===== config.mk =====
export PLATFORM = sky130hd
export DESIGN_NAME = tvsc_csr
export DESIGN_NICKNAME = d
export VERILOG_FILES = /design/src/rtl/tvsc_pkg.sv /design/src/rtl/tvsc_csr.sv
export SDC_FILE = /design/constraint.sdc
export NUM_CORES = 1
export LEC_CHECK = 0
export ABC_AREA = 1
export CORE_MARGIN = 1
export CORE_UTILIZATION = 40
export DETAILED_ROUTE_END_ITERATION = 8
export DONT_BUFFER_PORTS = 1
export HOLD_SLACK_MARGIN = 0.02
export PLACE_DENSITY_LB_ADDON = 0.15
export SETUP_SLACK_MARGIN = 0.2
export SYNTH_ARGS = -nofsm -noshare
export SYNTH_HDL_FRONTEND = slang
export SYNTH_SLANG_ARGS = --single-unit

===== constraint.sdc =====
create_clock -name clock -period 1.8 [get_ports clock]
set_input_delay 0 -clock clock [delete_from_list [all_inputs] [get_ports clock]]
set_output_delay 0 -clock clock [all_outputs]
set_load 0.02 [all_outputs]

===== src/rtl/tvsc_pkg.sv =====
// shared types, constants and sine table for the three-voice stereo chorus
package tvsc_pkg;

   localparam int DELAY_DEPTH    = 4096;
   localparam int DELAY_AW       = $clog2(DELAY_DEPTH);
   localparam int SINE_ENTRIES   = 1024;
   localparam int SINE_AW        = $clog2(SINE_ENTRIES);
   localparam int SAMPLE_BITS    = 24;

   localparam int SINE_BITS      = 16;
   localparam int SINE_SHIFT     = SINE_BITS - 1;
   localparam int FRAC_BITS      = 8;
   localparam int DELAY_BITS     = 20;
   localparam int PHASE_BITS     = 32;
   localparam int WET_BITS       = 16;
   localparam int MIX_SHIFT      = 15;
   localparam int MIXW_BITS      = MIX_SHIFT + 1;
   localparam int MIX_ONE        = 1 << MIX_SHIFT;

   localparam int NVOICES        = 3;
   localparam int VOICE_BITS     = $clog2(NVOICES);
   localparam int INVERT_VOICE   = 1;

   localparam int CSR_INDEX_BITS = 2;
   localparam int CSR_DATA_BITS  = 32;
   localparam logic [CSR_INDEX_BITS-1:0] CSR_BASE_DELAY = 2'd0;
   localparam logic [CSR_INDEX_BITS-1:0] CSR_MOD_DEPTH  = 2'd1;
   localparam logic [CSR_INDEX_BITS-1:0] CSR_PHASE_STEP = 2'd2;
   localparam logic [CSR_INDEX_BITS-1:0] CSR_WET_MIX    = 2'd3;
   localparam logic [DELAY_BITS-1:0]     BASE_DELAY_RST = DELAY_BITS'(12288);

   // datapath widths
   localparam int MPROD_BITS   = SINE_BITS + DELAY_BITS + 1;
   localparam int LFO_OFF_BITS = MPROD_BITS - SINE_SHIFT;
   localparam int TAPD_BITS    = DELAY_AW + FRAC_BITS;
   localparam int DSUM_BITS    = ((DELAY_BITS > TAPD_BITS) ? DELAY_BITS : TAPD_BITS) + 2;
   localparam int WGT_BITS     = FRAC_BITS + 2;
   localparam int ACC_BITS     = SAMPLE_BITS + FRAC_BITS + 2;
   localparam int SUM_BITS     = SAMPLE_BITS + 2;
   localparam int MAG_BITS     = SUM_BITS - 1;
   localparam int RECIP_SHIFT  = MAG_BITS + 1;
   localparam int QPROD_BITS   = MAG_BITS + RECIP_SHIFT;
   localparam int MIX_BITS     = SUM_BITS + MIXW_BITS + 1;
   localparam int OUT_BITS     = MIX_BITS - MIX_SHIFT;

   localparam logic [RECIP_SHIFT-1:0] RECIP3 =
      RECIP_SHIFT'(((64'd1 << RECIP_SHIFT) + 64'd2) / 64'd3);

   localparam logic signed [DSUM_BITS-1:0] DEL_LO = DSUM_BITS'(1 << FRAC_BITS);
   localparam logic signed [DSUM_BITS-1:0] DEL_HI =
      DSUM_BITS'((DELAY_DEPTH - 1) << FRAC_BITS);
   localparam logic [WGT_BITS-1:0]         WGT_ONE = WGT_BITS'(1 << FRAC_BITS);

   localparam logic signed [MIX_BITS-1:0] MIX_ROUND = MIX_BITS'(1 << (MIX_SHIFT - 1));
   localparam logic signed [OUT_BITS-1:0] OUT_MAX =
      OUT_BITS'((64'sd1 <<< (SAMPLE_BITS - 1)) - 64'sd1);
   localparam logic signed [OUT_BITS-1:0] OUT_MIN = -OUT_MAX - OUT_BITS'(1);

   typedef logic signed [SAMPLE_BITS-1:0] sample_type;
   typedef logic signed [SINE_BITS-1:0]   sine_type;
   typedef sine_type                      sine_tab_type [SINE_ENTRIES];
   typedef logic [PHASE_BITS-1:0]         phase_arr_type [NVOICES];

   localparam sample_type SAMPLE_MAX = {1'b0, {(SAMPLE_BITS-1){1'b1}}};
   localparam sample_type SAMPLE_MIN = {1'b1, {(SAMPLE_BITS-1){1'b0}}};

   localparam phase_arr_type PHASE_INIT = '{32'h0000_0000, 32'h5555_5555, 32'hAAAA_AAAA};

   typedef struct packed {
      logic [DELAY_BITS-1:0] base_delay;
      logic [DELAY_BITS-1:0] mod_depth;
      logic [PHASE_BITS-1:0] phase_step;
      logic [MIXW_BITS-1:0]  wet;
      logic [MIXW_BITS-1:0]  dry;
   } cfg_type;

   typedef enum logic [3:0] {
      ST_IDLE,
      ST_SINE,
      ST_MUL,
      ST_ADDR,
      ST_RD0,
      ST_RD1,
      ST_DIV,
      ST_WET,
      ST_OUT
   } state_type;

   // quarter-turn polynomial sine, evaluated at elaboration
   function automatic sine_tab_type build_sine_tab();
      sine_tab_type tab;
      logic [63:0]  u;
      logic [63:0]  r;
      logic [63:0]  x;
      logic [63:0]  x2;
      logic [63:0]  t;
      logic [63:0]  s;
      logic [63:0]  mag;
      logic [1:0]   q;
      for (int k = 0; k < SINE_ENTRIES; k++) begin
         u = (64'(k) << 32) / SINE_ENTRIES;
         q = u[31:30];
         r = u & ((64'd1 << 30) - 64'd1);
         if (q[0]) begin
            r = (64'd1 << 30) - r;
         end
         x   = (r * 64'd1686629713) >> 30;
         x2  = (x * x) >> 30;
         t   = (64'd1 << 30) - x2 / 64'd110;
         t   = (64'd1 << 30) - ((x2 * t) >> 30) / 64'd72;
         t   = (64'd1 << 30) - ((x2 * t) >> 30) / 64'd42;
         t   = (64'd1 << 30) - ((x2 * t) >> 30) / 64'd20;
         t   = (64'd1 << 30) - ((x2 * t) >> 30) / 64'd6;
         s   = (x * t) >> 30;
         mag = (s + (64'd1 << 14)) >> 15;
         if (mag > 64'd32767) begin
            mag = 64'd32767;
         end
         tab[k] = q[1] ? -sine_type'(mag[SINE_BITS-1:0]) : sine_type'(mag[SINE_BITS-1:0]);
      end
      return tab;
   endfunction

   localparam sine_tab_type SINE_TAB = build_sine_tab();

endpackage


===== src/rtl/tvsc_csr.sv =====
// configuration registers with wet share clamp and dry share derivation
module tvsc_csr (
   input  logic                                 clock,
   input  logic                                 reset,
   input  logic                                 csr_we,
   input  logic [tvsc_pkg::CSR_INDEX_BITS-1:0]  csr_index,
   input  logic [tvsc_pkg::CSR_DATA_BITS-1:0]   csr_wdata,
   output tvsc_pkg::cfg_type                    cfg
);

   logic [tvsc_pkg::DELAY_BITS-1:0] base_ff;
   logic [tvsc_pkg::DELAY_BITS-1:0] depth_ff;
   logic [tvsc_pkg::PHASE_BITS-1:0] step_ff;
   logic [tvsc_pkg::WET_BITS-1:0]   wet_ff;
   logic [tvsc_pkg::MIXW_BITS-1:0]  wet_clamped;

   always_ff @(posedge clock) begin
      if (reset) begin
         base_ff  <= tvsc_pkg::BASE_DELAY_RST;
         depth_ff <= '0;
         step_ff  <= '0;
         wet_ff   <= '0;
      end else if (csr_we) begin
         unique case (csr_index)
            tvsc_pkg::CSR_BASE_DELAY: base_ff  <= csr_wdata[tvsc_pkg::DELAY_BITS-1:0];
            tvsc_pkg::CSR_MOD_DEPTH:  depth_ff <= csr_wdata[tvsc_pkg::DELAY_BITS-1:0];
            tvsc_pkg::CSR_PHASE_STEP: step_ff  <= csr_wdata[tvsc_pkg::PHASE_BITS-1:0];
            tvsc_pkg::CSR_WET_MIX:    wet_ff   <= csr_wdata[tvsc_pkg::WET_BITS-1:0];
            default: ;
         endcase
      end
   end

   always_comb begin
      if (wet_ff > tvsc_pkg::WET_BITS'(tvsc_pkg::MIX_ONE)) begin
         wet_clamped = tvsc_pkg::MIXW_BITS'(tvsc_pkg::MIX_ONE);
      end else begin
         wet_clamped = tvsc_pkg::MIXW_BITS'(wet_ff);
      end
   end

   assign cfg.base_delay = base_ff;
   assign cfg.mod_depth  = depth_ff;
   assign cfg.phase_step = step_ff;
   assign cfg.wet        = wet_clamped;
   assign cfg.dry        = tvsc_pkg::MIXW_BITS'(tvsc_pkg::MIX_ONE) - wet_clamped;

endmodule


==> key figures <==
Layout
  – FF/Latch Area: 1780 µm²
  – Proportion of layout cells with a drive suffix above 1: 25.3%
  – Most common cell after layout, fill and taps aside: nor2_1
  – Most frequent cells in the layout: 150 x nor2_1, 85 x o21ai_0, 74 x dfxtp_1
  – Fillers: 810
  – Footprint of the multi-input gates: 1850 µm²
  – Antenna cells: 0
  – Fin util: 56.5%
  – Final net count: 595
  – Area growth syn-to-layout: 35.5%

STA
  – Max frequency: 502 MHz
  – Slew Limit Fails: 0
  – Relative slew margins: 29.9%
  – Min Tclk post-route: 1.99 ns
  – Hold_ws: 0.0357 ns
  – Setup Viol. Count Final: 16
  – Final hold violation count: 0
  – Clock skew: 0 ns
  – Tightest Pin Transition: 1.05 ns
  – RSZ-0062 raised after global routing: true
  – Period utilization: 111%
  – Final setup margin: -0.193 ns

Clocking
  – CTS tree: built
  – H-tree levels: 3
  – Clock Pin Slew Worst Setup and Hold Paths: 0.09 ns
  – Clock Latency Late Sink: 0.35 ns
  – Clock tree buffer depth: 2
  – CTS buffer count: 9
  – # clock sinks: 88
  – Root buffer selected by CTS: clkbuf_8

Critical path
  – Largest stage delay on the critical path: 0.33 ns
  – Critical Path Source Type: flip-flop
  – Data arrival, critical path: 1.99 ns
  – Critical Path Fanout Max: 3
  – Setup CP Type: flip-flop to output pin
  – WP data required: 1.80 ns
  – Crit end category: output pin
  – Slowest cell on crit path: dfxtp_2
  – Crit path cell chain: nor2_2 > nand2_1 > nor2_1 > nand2_1 > nand2_2 > inv_4 > nor2_4 > inv_2 > ha_4 > nand3_4 > nor2_4 > buf_12 > xnor2_4

Logic synthesis
  – Synth Cell Area: 3650 µm²
  – Synth warn: 0
  – #FFs+latches synth: 88
  – Syn Inst Count: 492
  – Post-Syn Nets: 530
  – Syn avg cell area: 7.42 µm²
  – Netlist cell types: 32
  – Register area share after synthesis: 48.2%

Floorplanning
  – Rows: 34
  – Ports: 141
  – Die Ht: 97.6 µm
  – Starting Density: 41.7%
  – Die area: 9520 µm²
  – CORE AREA: 8760 µm²
  – Die Wd: 97.6 µm

Hold path
  – HP Class: input port to flip-flop

Pwr
  – Pleak: 0.00211 µW
  – IR drop worst, VDD: 0.511 mV
  – Total power per unit cell area: 948 nW/µm²

Status
  – Status: finished, violations left
  – Failing checks: negative setup slack

GRT
  – Grt total ovfl: 0
  – Number of global-route vias before repair: 3366
  – Largest net degree at the start of global routing: 89
  – Total GRT Usage: 23.3%
  – First-pass GRT wire length: 17600 µm
  – Initial antenna violation count: 0

Routing
  – DRC: 0
  – Vias per cell: 5.15
  – Antenna viol nets, final: 0
  – Initial DRC count: 149
  – DRT Pass-1 Iters: 4
  – Wire per inst: 16.1 µm
  – Routed Wire Length: 10800 µm
  – Via Count: 3452

Flow run
  – Max Cap Viol: 0

Place
  – Post-DP HPWL: 7000 µm
  – I/O Buffers: 0
  – Routability congestion estimate: 0.837
  – DP Worst Slack: 0.0869 ns
-- flip-flops by register name (all words and copies together) (netlist names) --
register and cells:
step_ff 32, depth_ff 20, base_ff 20, wet_ff 16
-- final timing paths --
kind	from	endpoint	slack, ns	cells past startpoint
max reg2reg	base_ff[13]$_SDFFE_PP1P_	base_ff[13]$_SDFFE_PP1P_	0.55	3
min reg2reg	wet_ff[14]$_SDFFE_PP0P_	wet_ff[14]$_SDFFE_PP0P_	0.51	2
min	csr_we	depth_ff[4]$_SDFFE_PP0P_	0.04	3
max	wet_ff[7]$_SDFFE_PP0P_	cfg[6]	-0.19	13
-- cell type report --
class | instances | share of cell area [%]
clock inverters | 7 | 2.07
well taps | 108 | 2.73
clock buffers | 9 | 2.50
repair buffers | 85 | 16.6
flip-flops and latches | 88 | 36.0
multi-input cells | 339 | 37.4
inverters | 34 | 2.73
-- per-stage QoR --
step / setup TNS, ns / area, µm² / cells / power, µW
finish: -1.56 / 4950 / 670 / 4690
global route: -3.79 / 4950 / 670 / 4920
CTS: -1.08 / 4770 / 662 / 4650
detailed placement: 0 / 4020 / 603 / 2970
global placement: 0 / 4020 / 603 / 2960
floorplan: -0.0486 / 3750 / 492 / 2800
-- worst max-delay path: cells and delay by family (launching register included) --
| family | cells | cell delay [ns] |
|---|---|---|
| flip-flops | 1 | 0.33 |
| adder cells (fa/ha/maj) | 1 | 0.16 |
| XOR/XNOR | 1 | 0.19 |
| buffers and inverters | 3 | 0.24 |
| AND/OR/NAND/NOR | 8 | 0.71 |
-- cell families (layout without fill, tap and decap cells) --
| group | count (synthesis) | after routing | synth area share, % |
|---|---|---|---|
| AO/OA/AOI/OAI | 114 | 114 | 17.4 |
| XOR/XNOR | 6 | 6 | 1.44 |
| adder cells (fa/ha/maj) | 1 | 1 | 0.343 |
| buffers and inverters | 65 | 135 | 7.50 |
| flip-flops | 88 | 88 | 48.2 |
| AND/OR/NAND/NOR | 218 | 218 | 25.1 |
-- cell usage after synthesis, drive strengths merged --
master,instances,area [µm²]
nand3,10,50.1
clkinv,1,3.75
ha,1,12.5
nand4,3,18.8
o41ai,3,41.3
a21oi,17,88.8
o21bai,1,7.51
dfxtp,88,1760
nor3,2,15.0
o21ai,91,463
xnor2,2,17.5
buf,4,45.0
xor2,4,35.0
inv,33,124
nand2,31,131
clkbuf,27,101
nor2,172,702
o31ai,2,33.8
-- power by group --
part           internal, µW  switching, µW  total (µW)
clock network           796            729        1520
logic                   388            553         941
registers              2050            176        2230
-- timing repair --
| action | CTS | global route |
|---|---|---|
| endpoints found under the hold margin | 88 | 0 |
| setup endpoints to repair | 24 | 27 |
| buffers inserted | 9 | 7 |
| pin swaps | 11 | 10 |
| cloned | 0 | 1 |
| resized for setup | 34 | 26 |
| hold buffers | 34 | 0 |
-- metal layers --
metal  up-vias  track usage (%)  share of wire, %
li1       1706                -                 -
met2       142             39.4                48
met1      1586             27.8                42
met5         -                0                 0
met3        18             6.40               7.5
met4         0             9.16               2.1
Note: power is estimated with default switching activity, not from simulation.
